$ cat src/design/cplut_pkg.sv
// shared types and constants for the colormap lookup block
`timescale 1ns / 1ps

package cplut_pkg;

    // fixed field widths
    localparam int FIELD_W    = 17;
    localparam int LEVEL_BITS = 16;
    localparam int IDX_IN_W   = 4;
    localparam int NCOL_W     = 5;
    localparam int OUT_W      = 8;
    localparam int SCALE_BITS = 8;

    // operation codes
    localparam logic OP_WRITE = 1'b0;
    localparam logic OP_MAP   = 1'b1;

    // channel codes
    localparam logic [1:0] CH_RED   = 2'd0;
    localparam logic [1:0] CH_GREEN = 2'd1;
    localparam logic [1:0] CH_BLUE  = 2'd2;

    // one control point as stored in memory
    typedef struct packed {
        logic [FIELD_W-1:0] pos;
        logic [FIELD_W-1:0] red;
        logic [FIELD_W-1:0] green;
        logic [FIELD_W-1:0] blue;
    } cplut_entry_t;

    // sequencer states
    typedef enum logic [3:0] {
        S_IDLE,
        S_SEARCH,
        S_COMPARE,
        S_FETCH_R,
        S_CAP_R,
        S_SETUP,
        S_CLASS,
        S_DIVIDE,
        S_MUL,
        S_MIX,
        S_SCALE,
        S_DONE
    } cplut_state_t;

endpackage

$ cat src/design/cplut_ram.sv
// generic single-port-write, single-port-read ram with registered read
`timescale 1ns / 1ps

module cplut_ram #(
    parameter int WIDTH = 68,
    parameter int DEPTH = 16
) (
    input  logic                     clk,
    input  logic                     we,
    input  logic [$clog2(DEPTH)-1:0] waddr,
    input  logic [WIDTH-1:0]         wdata,
    input  logic [$clog2(DEPTH)-1:0] raddr,
    output logic [WIDTH-1:0]         rdata
);

    logic [WIDTH-1:0] mem_reg [DEPTH];
    logic [WIDTH-1:0] rdata_reg;

    // write port
    always_ff @(posedge clk)
    begin
        if (we)
        begin
            mem_reg[waddr] <= wdata;
        end
    end

    // registered read port
    always_ff @(posedge clk)
    begin
        rdata_reg <= mem_reg[raddr];
    end

    assign rdata = rdata_reg;

endmodule

$ cat src/design/colormap_piecewise_linear_lookup.sv
// top level: piecewise-linear colormap with control point memory
//
//  channel   signals                            transaction
//  -------   --------------------------------   ------------------------------
//  input     in_valid / in_ready + item fields  write a point or map a sample
//  output    out_valid / out_ready + rgb        one color per map transaction
//  config    cfg_we / cfg_wdata                 num_colors, single cycle write
//
//  write transaction: the memory is written at the accepting edge
//  map transaction: binary search over the points on the single memory read
//  port, reads of the left and right bin points, setup and classification of
//  the fraction, a bit-serial divide only when it lies strictly between zero
//  and one, then multiply, mix and scale for each channel in turn; the three
//  channels share one multiplier
//  reset loads num_colors = 2; the point memory is not cleared
//  a finished color waits in the output register while new items are taken
`timescale 1ns / 1ps

module colormap_piecewise_linear_lookup #(
    parameter int MAX_COLORS = 16,
    parameter int FRAC_BITS  = 16
) (
    input  logic                           clk,
    input  logic                           rst_n,
    // input channel
    input  logic                           in_valid,
    output logic                           in_ready,
    input  logic                           operation,
    input  logic [cplut_pkg::IDX_IN_W-1:0] point_index,
    input  logic [cplut_pkg::FIELD_W-1:0]  point_position,
    input  logic [cplut_pkg::FIELD_W-1:0]  point_red,
    input  logic [cplut_pkg::FIELD_W-1:0]  point_green,
    input  logic [cplut_pkg::FIELD_W-1:0]  point_blue,
    input  logic [cplut_pkg::FIELD_W-1:0]  sample_value,
    // output channel
    output logic                           out_valid,
    input  logic                           out_ready,
    output logic [cplut_pkg::OUT_W-1:0]    red_out,
    output logic [cplut_pkg::OUT_W-1:0]    green_out,
    output logic [cplut_pkg::OUT_W-1:0]    blue_out,
    // configuration
    input  logic                           cfg_we,
    input  logic [cplut_pkg::NCOL_W-1:0]   cfg_wdata
);

    import cplut_pkg::*;

    localparam int IDX_W   = $clog2(MAX_COLORS);
    localparam int CNT_RAW = $clog2(MAX_COLORS + 1);
    localparam int PW      = (CNT_RAW > IDX_IN_W) ? CNT_RAW : IDX_IN_W;
    localparam int CW      = (CNT_RAW > NCOL_W) ? CNT_RAW : NCOL_W;
    localparam int ENTRY_W = $bits(cplut_entry_t);
    localparam int FR_W    = FRAC_BITS + 1;
    localparam int PROD_W  = FIELD_W + 1 + FR_W + 1;
    localparam int MIX_W   = FIELD_W + FRAC_BITS;
    localparam int SCL_W   = MIX_W + SCALE_BITS;
    localparam int DCW     = $clog2(FRAC_BITS);
    localparam int SHIFT   = LEVEL_BITS + FRAC_BITS;

    localparam logic [FR_W-1:0] FRAC_ONE = FR_W'(1) << FRAC_BITS;

    cplut_state_t state_reg, state_next;

    logic [NCOL_W-1:0]  num_colors_reg;
    logic [FIELD_W-1:0] value_reg;
    logic [IDX_W-1:0]   lo_reg;
    logic [IDX_W-1:0]   hi_reg;
    cplut_entry_t       left_reg;
    cplut_entry_t       right_reg;
    logic signed [FIELD_W:0] num_reg;
    logic signed [FIELD_W:0] den_reg;
    logic [FIELD_W-1:0] rem_reg;
    logic [FIELD_W-1:0] dvs_reg;
    logic [DCW-1:0]     div_cnt_reg;
    logic [FR_W-1:0]    frac_reg;
    logic [1:0]         ch_reg;
    logic signed [PROD_W-1:0] prod_reg;
    logic [MIX_W-1:0]   mix_reg;
    logic [OUT_W-1:0]   chan_res_reg [3];
    logic               out_valid_reg;
    logic [OUT_W-1:0]   red_reg;
    logic [OUT_W-1:0]   green_reg;
    logic [OUT_W-1:0]   blue_reg;

    logic               in_fire;
    logic               ram_we;
    logic [IDX_W-1:0]   ram_raddr;
    logic [ENTRY_W-1:0] ram_rdata;
    cplut_entry_t       rd_entry;
    cplut_entry_t       wr_entry;
    logic [PW-1:0]      idx_wide;
    logic               slot_ok;
    logic [CW-1:0]      n_ext;
    logic [IDX_W-1:0]   last_idx;
    logic [IDX_W:0]     mid_sum;
    logic [IDX_W-1:0]   mid;
    logic [IDX_W-1:0]   bin_left;
    logic [IDX_W-1:0]   bin_right;
    logic               div_needed;
    logic signed [FIELD_W:0] den_abs;
    logic signed [FIELD_W:0] num_adj;
    logic [FIELD_W:0]   rem_dbl;
    logic               rem_ge;
    logic [FIELD_W-1:0] lo_lvl;
    logic [FIELD_W-1:0] hi_lvl;
    logic signed [FIELD_W:0]  lvl_diff;
    logic signed [PROD_W-1:0] lo_shift;
    logic signed [PROD_W-1:0] mix_sum;
    logic [SCL_W-1:0]   scaled;
    logic [OUT_W:0]     top_bits;
    logic [OUT_W-1:0]   chan_sat;
    logic               out_load;

    // control point memory: position and levels side by side
    cplut_ram #(
        .WIDTH (ENTRY_W),
        .DEPTH (MAX_COLORS)
    ) u_points (
        .clk   (clk),
        .we    (ram_we),
        .waddr (idx_wide[IDX_W-1:0]),
        .wdata (wr_entry),
        .raddr (ram_raddr),
        .rdata (ram_rdata)
    );

    assign rd_entry = cplut_entry_t'(ram_rdata);
    assign wr_entry = '{pos: point_position, red: point_red,
                        green: point_green, blue: point_blue};

    // slot range check and active point count
    assign in_fire  = in_valid && in_ready;
    assign idx_wide = PW'(point_index);
    assign slot_ok  = (idx_wide < PW'(MAX_COLORS));
    assign n_ext    = CW'(num_colors_reg);

    always_comb
    begin
        priority if (n_ext < CW'(2))
        begin
            last_idx = IDX_W'(1);
        end
        else if (n_ext > CW'(MAX_COLORS))
        begin
            last_idx = IDX_W'(MAX_COLORS - 1);
        end
        else
        begin
            last_idx = IDX_W'(n_ext - CW'(1));
        end
    end

    // search midpoint and bracketing bin
    assign mid_sum   = {1'b0, lo_reg} + {1'b0, hi_reg};
    assign mid       = mid_sum[IDX_W:1];
    assign bin_left  = (lo_reg == '0) ? '0 : lo_reg - IDX_W'(1);
    assign bin_right = (lo_reg == '0) ? IDX_W'(1) : lo_reg;

    // fraction classification: orient the bin, pick the trivial cases
    assign den_abs    = (den_reg < 0) ? -den_reg : den_reg;
    assign num_adj    = (den_reg < 0) ? -num_reg : num_reg;
    assign div_needed = (den_reg != 0) && (num_adj > 0) && (num_adj < den_abs);

    // restoring divider step, one quotient bit per cycle
    assign rem_dbl = {rem_reg, 1'b0};
    assign rem_ge  = (rem_dbl >= {1'b0, dvs_reg});

    // channel level select
    always_comb
    begin
        unique case (ch_reg)
            CH_RED:
            begin
                lo_lvl = left_reg.red;
                hi_lvl = right_reg.red;
            end
            CH_GREEN:
            begin
                lo_lvl = left_reg.green;
                hi_lvl = right_reg.green;
            end
            CH_BLUE:
            begin
                lo_lvl = left_reg.blue;
                hi_lvl = right_reg.blue;
            end
            default:
            begin
                lo_lvl = left_reg.red;
                hi_lvl = right_reg.red;
            end
        endcase
    end

    // blend as lo*one + (hi - lo)*f, then scale by 255 with shift and subtract
    assign lvl_diff = signed'({1'b0, hi_lvl}) - signed'({1'b0, lo_lvl});
    assign lo_shift = signed'(PROD_W'({lo_lvl, {FRAC_BITS{1'b0}}}));
    assign mix_sum  = lo_shift + prod_reg;
    assign scaled   = {mix_reg, {SCALE_BITS{1'b0}}} - SCL_W'(mix_reg);
    assign top_bits = scaled[SCL_W-1:SHIFT];
    assign chan_sat = top_bits[OUT_W] ? {OUT_W{1'b1}} : top_bits[OUT_W-1:0];

    assign out_load = (state_reg == S_DONE) && (!out_valid_reg || out_ready);

    // next state
    always_comb
    begin
        state_next = state_reg;
        unique case (state_reg)
            S_IDLE:
            begin
                if (in_fire && operation == OP_MAP)
                begin
                    state_next = S_SEARCH;
                end
            end
            S_SEARCH:
            begin
                state_next = (lo_reg < hi_reg) ? S_COMPARE : S_FETCH_R;
            end
            S_COMPARE: state_next = S_SEARCH;
            S_FETCH_R: state_next = S_CAP_R;
            S_CAP_R:   state_next = S_SETUP;
            S_SETUP:   state_next = S_CLASS;
            S_CLASS:
            begin
                state_next = div_needed ? S_DIVIDE : S_MUL;
            end
            S_DIVIDE:
            begin
                if (div_cnt_reg == DCW'(FRAC_BITS - 1))
                begin
                    state_next = S_MUL;
                end
            end
            S_MUL: state_next = S_MIX;
            S_MIX: state_next = S_SCALE;
            S_SCALE:
            begin
                state_next = (ch_reg == CH_BLUE) ? S_DONE : S_MUL;
            end
            S_DONE:
            begin
                if (out_load)
                begin
                    state_next = S_IDLE;
                end
            end
            default: state_next = S_IDLE;
        endcase
    end

    // control outputs: handshake and memory ports
    always_comb
    begin
        in_ready  = (state_reg == S_IDLE);
        ram_we    = (state_reg == S_IDLE) && in_valid && (operation == OP_WRITE) && slot_ok;
        ram_raddr = mid;
        unique case (state_reg)
            S_SEARCH:
            begin
                ram_raddr = (lo_reg < hi_reg) ? mid : bin_left;
            end
            S_FETCH_R:
            begin
                ram_raddr = bin_right;
            end
            default:
            begin
                ram_raddr = mid;
            end
        endcase
    end

    // state and control registers
    always_ff @(posedge clk or negedge rst_n)
    begin
        if (!rst_n)
        begin
            state_reg      <= S_IDLE;
            num_colors_reg <= NCOL_W'(2);
            out_valid_reg  <= 1'b0;
        end
        else
        begin
            state_reg <= state_next;
            if (cfg_we)
            begin
                num_colors_reg <= cfg_wdata;
            end
            if (out_load)
            begin
                out_valid_reg <= 1'b1;
            end
            else if (out_ready)
            begin
                out_valid_reg <= 1'b0;
            end
        end
    end

    // datapath registers
    always_ff @(posedge clk)
    begin
        unique case (state_reg)
            S_IDLE:
            begin
                value_reg <= sample_value;
                lo_reg    <= '0;
                hi_reg    <= last_idx;
                ch_reg    <= CH_RED;
            end
            S_COMPARE:
            begin
                if (value_reg > rd_entry.pos)
                begin
                    lo_reg <= mid + IDX_W'(1);
                end
                else
                begin
                    hi_reg <= mid;
                end
            end
            S_FETCH_R:
            begin
                left_reg <= rd_entry;
            end
            S_CAP_R:
            begin
                right_reg <= rd_entry;
            end
            S_SETUP:
            begin
                num_reg <= signed'({1'b0, value_reg}) - signed'({1'b0, left_reg.pos});
                den_reg <= signed'({1'b0, right_reg.pos}) - signed'({1'b0, left_reg.pos});
            end
            S_CLASS:
            begin
                rem_reg     <= num_adj[FIELD_W-1:0];
                dvs_reg     <= den_abs[FIELD_W-1:0];
                div_cnt_reg <= '0;
                priority if (div_needed || den_reg == 0 || num_adj <= 0)
                begin
                    frac_reg <= '0;
                end
                else
                begin
                    frac_reg <= FRAC_ONE;
                end
            end
            S_DIVIDE:
            begin
                rem_reg     <= rem_ge ? FIELD_W'(rem_dbl - {1'b0, dvs_reg})
                                      : rem_dbl[FIELD_W-1:0];
                frac_reg    <= {frac_reg[FRAC_BITS-1:0], rem_ge};
                div_cnt_reg <= div_cnt_reg + DCW'(1);
            end
            S_MUL:
            begin
                prod_reg <= PROD_W'(lvl_diff * signed'({1'b0, frac_reg}));
            end
            S_MIX:
            begin
                mix_reg <= mix_sum[MIX_W-1:0];
            end
            S_SCALE:
            begin
                chan_res_reg[ch_reg] <= chan_sat;
                ch_reg               <= ch_reg + 2'd1;
            end
            default:
            begin
            end
        endcase
    end

    // output register
    always_ff @(posedge clk)
    begin
        if (out_load)
        begin
            red_reg   <= chan_res_reg[CH_RED];
            green_reg <= chan_res_reg[CH_GREEN];
            blue_reg  <= chan_res_reg[CH_BLUE];
        end
    end

    assign out_valid = out_valid_reg;
    assign red_out   = red_reg;
    assign green_out = green_reg;
    assign blue_out  = blue_reg;

`ifndef SYNTHESIS
    // a write transaction never starts the map sequence
    a_write_no_map: assert property (@(posedge clk) disable iff (!rst_n)
        (in_valid && in_ready && operation == OP_WRITE) |=> (state_reg == S_IDLE))
        else $error("write transaction left idle state");

    // search interval is never empty while a probe is outstanding
    a_search_bounds: assert property (@(posedge clk) disable iff (!rst_n)
        (state_reg == S_COMPARE) |-> (lo_reg < hi_reg && hi_reg <= $past(hi_reg)))
        else $error("search bounds out of order");

    // divider remainder stays below the divisor
    a_div_rem: assert property (@(posedge clk) disable iff (!rst_n)
        (state_reg == S_DIVIDE) |-> (rem_reg < dvs_reg))
        else $error("divider remainder not below divisor");

    // fraction never exceeds one when blending
    a_frac_range: assert property (@(posedge clk) disable iff (!rst_n)
        (state_reg == S_MUL) |-> (frac_reg <= FRAC_ONE))
        else $error("blend fraction above one");
`endif

endmodule

$ cat config.mk
export PLATFORM = sky130hd
export DESIGN_NAME = colormap_piecewise_linear_lookup
export DESIGN_NICKNAME = d
export VERILOG_FILES = /design/src/design/cplut_pkg.sv /design/src/design/cplut_ram.sv /design/src/design/colormap_piecewise_linear_lookup.sv
export SDC_FILE = /design/constraint.sdc
export NUM_CORES = 2
export LEC_CHECK = 0
export ABC_AREA = 1
export BUFFER_PORTS_ARGS = -buffer_cell sky130_fd_sc_hd__buf_2
export CAP_MARGIN = 15
export CORE_MARGIN = 4
export CORE_UTILIZATION = 61
export DETAILED_ROUTE_END_ITERATION = 8
export PLACE_DENSITY = 0.79
export SLEW_MARGIN = 20
export SYNTH_ARGS = -nofsm -noshare
export SYNTH_HDL_FRONTEND = slang
export SYNTH_SLANG_ARGS = --single-unit
$ cat constraint.sdc
create_clock -name clk -period 22.6 [get_ports clk]
set_input_delay 3.39 -clock clk [delete_from_list [all_inputs] [get_ports clk]]
set_output_delay 3.39 -clock clk [all_outputs]
set_load 0.02 [all_outputs]
==> impl_metrics.py <==
metrics = {
    "clock_tree": {
        "numCtsBuffers": 153,
        "cts.sinks": 1534,
        "post_cts_buffers": 0,
        "cts_tree": "yes",
        "cts_resized": 0,
        "clk_latency_ns": 0.80,
        "cts_hold_buf": 0,
        "cts_buffer_depth": 3,
        "htreeDepth": 4,
        "cts_root_buffer": "clkbuf_16",
        "path_clk_slew_ns": 0.06,
    },
    "synth": {
        "synth_cell_types": 65,
        "syn_avg_cell_area_um2": 10.7,
        "synth-seq-cells": 1534,
        "synthesis.nets": 8013,
        "synth-warning-count": 0,
        "syn_area_um2": 79000,
        "synth_edf_count": 1456,
        "syn_inst": 7381,
        "ys.flop_type": "edfxtp_1",
        "synthTopCellsByArea": "edfxtp_1 (55%), nand2_1 (8.0%), fa_1 (7.4%), nand3_1 (6.2%), inv_1 (4.7%)",
        "synth_top_area_share_pct": 55.4,
        "synth_top_cell_by_area": "edfxtp_1",
        "yosysSeqAreaShare_pct": 57.4,
        "synthArstFlopShare_pct": 0.652,
    },
    "floorplan": {
        "io_pins": 126,
        "num_rows": 131,
        "die_x_um": 368,
        "core_um2": 128000,
        "die_area_um2": 135000,
        "start_util_pct": 61.7,
        "dieHeight_um": 368,
    },
    "layout": {
        "final_core_util_pct": 67.1,
        "largest_reg_flops": 1088,
        "nNetsFinal": 8025,
        "layout_commonest_cell": "nand2_1",
        "areaGrowthSynthToFinish_pct": 8.75,
        "drive_gt1_share_pct": 6.81,
        "fin_cells": 9263,
        "mostFrequentLayoutCells": "nand2_1 (1,677), edfxtp_1 (1,456), inv_1 (989)",
    },
    "setup_path": {
        "critical_path_required_ns": 23.15,
        "arrival_ns": 10.28,
        "critPathCaptureType": "flop",
        "path_class": "flop to flop",
        "critPathLaunchType": "flop",
        "critPathMaxStageDelay_ns": 0.80,
        "crit_path_top_delay_cell": "fa_1",
        "cp_max_fo": 42,
    },
    "placed_design": {
        "gp_congestion": 0.958,
        "port_buffers": 125,
        "dp.cells": 8966,
        "hpwl_um": 124000,
    },
    "flow_run": {
        "drv_cap": 0,
    },
    "sta": {
        "rsz0062_at_grt": "false",
        "fin_skew_ns": 0.0511,
        "setup_viol": 0,
        "tightest_slew_ns": 1.15,
        "fmax_mhz": 103,
        "min_period_ns": 9.73,
        "slew_viol_final": 0,
        "finalSetupTns_ns": 0,
        "hold_violations": 0,
        "timing.final.crit_share_pct": 43.0,
        "slew_headroom_pct": 23.5,
    },
    "routing": {
        "drtIter0Drc": 6230,
        "routedWlPerCell_um": 21.9,
        "first_pass_iters": 6,
        "vias_per_cell": 5.89,
        "vias": 54600,
        "drc": 0,
        "wl_um": 203000,
        "antenna_left": 0,
    },
    "global_route": {
        "grt_use_total_pct": 29.7,
        "antenna_found_initial": 28,
        "grt_pass1_vias": 53500,
        "grt_start_max_net_pins": 187,
        "grt_pass1_wl_um": 309000,
        "gr-total-overflow": 0,
    },
    "worst_hold_path": {
        "min_path_type": "flop to flop",
    },
    "outcome": {
        "status": "finished, final reports clean",
    },
}
==> kinds of logic (layout without fill, tap and decap cells) <==
family	after synthesis	in the layout	share of synthesized area (%)
muxes	1	1	0.0143
adders and majority gates	532	532	11.2
and+or+nand+nor	3326	3326	18.7
DFF	1534	1534	57.4
buffers and inverters	1346	1480	7.01
xor gates and xnor gates	145	145	1.66
AOI/OAI and AO/OA	497	497	3.94
other	0	19	0
==> path summary, 6_finish.rpt <==
path,start,end,slack [ns],cells past startpoint
hold / removal,prod_reg[0]$_DFFE_PN_,mix_reg[0]$_DFFE_PP_,0.41,0
min in group asynchronous,rst_n,state_reg[0]$_DFFE_PN0P_,2.47,1
setup reg to reg,ch_reg[0]$_SDFFCE_PN0P_,prod_reg[32]$_DFFE_PN_,12.87,35
max in group asynchronous,rst_n,n_ext[1]$_DFFE_PN1P_,19.88,1
hold reg to reg,prod_reg[0]$_DFFE_PN_,mix_reg[0]$_DFFE_PP_,0.41,0
setup / recovery,ch_reg[0]$_SDFFCE_PN0P_,prod_reg[32]$_DFFE_PN_,12.87,35
==> worst max-delay path: cells and delay by family (launching register included) <==
kind,cells,cell delay (ns)
fa+ha+maj,9,4.63
simple gates,11,1.46
flops,1,0.38
buf+inv,9,1.61
compound gates,6,1.40
==> synth_stat cells, types with 16 or more instances <==
| cell type | count |
|---|---|
| nor3_1 | 30 |
| xor2_1 | 104 |
| dfxtp_1 | 68 |
| buf_2 | 160 |
| nor2_2 | 17 |
| nand3b_1 | 206 |
| a31oi_1 | 16 |
| clkbuf_1 | 85 |
| nand3_1 | 976 |
| xnor2_1 | 37 |
| a21oi_1 | 154 |
| fa_1 | 293 |
| edfxtp_1 | 1456 |
| nand4_1 | 31 |
| o21ai_0 | 127 |
| inv_1 | 989 |
| buf_1 | 22 |
| a221o_1 | 26 |
| ha_1 | 239 |
| buf_4 | 62 |
| nor2_1 | 335 |
| nand2_1 | 1677 |
| o211ai_1 | 75 |
==> routing by layer <==
metal | part of all wire (%) | track usage, % | vias up
met3 | 9.7 | 5.73 | 582
met1 | 38 | 38.9 | 26300
met2 | 47 | 48.4 | 2864
li1 | - | - | 24800
met4 | 4.8 | 13.6 | 12
met5 | 0.036 | 0 | -
==> through the flow <==
step                      worst slack [ns]  area, µm²  hold slack, ns
after floorplan                      14.30      79000           0.400
after global placement               13.25      80800           0.405
after detailed placement             13.02      80800           0.405
after CTS                            13.03      85800           0.415
after global routing                 12.18      85800           0.418
final                                12.87      85900           0.415
==> layout make-up <==
type | instances | area, µm²
diodes | 19 | 47.5
fillers | 9150 | 42100
multi-input cells | 4501 | 28300
flip-flops and latches | 1534 | 45300
clock buffers | 206 | 4200
clock inverters | 71 | 807
repair buffers | 193 | 1190
inverters | 1010 | 3810
well taps | 1729 | 2160
Power is left out: the tool's default activity adds up to more than one toggle a clock period on the data nets, which glitch-free logic cannot reach.
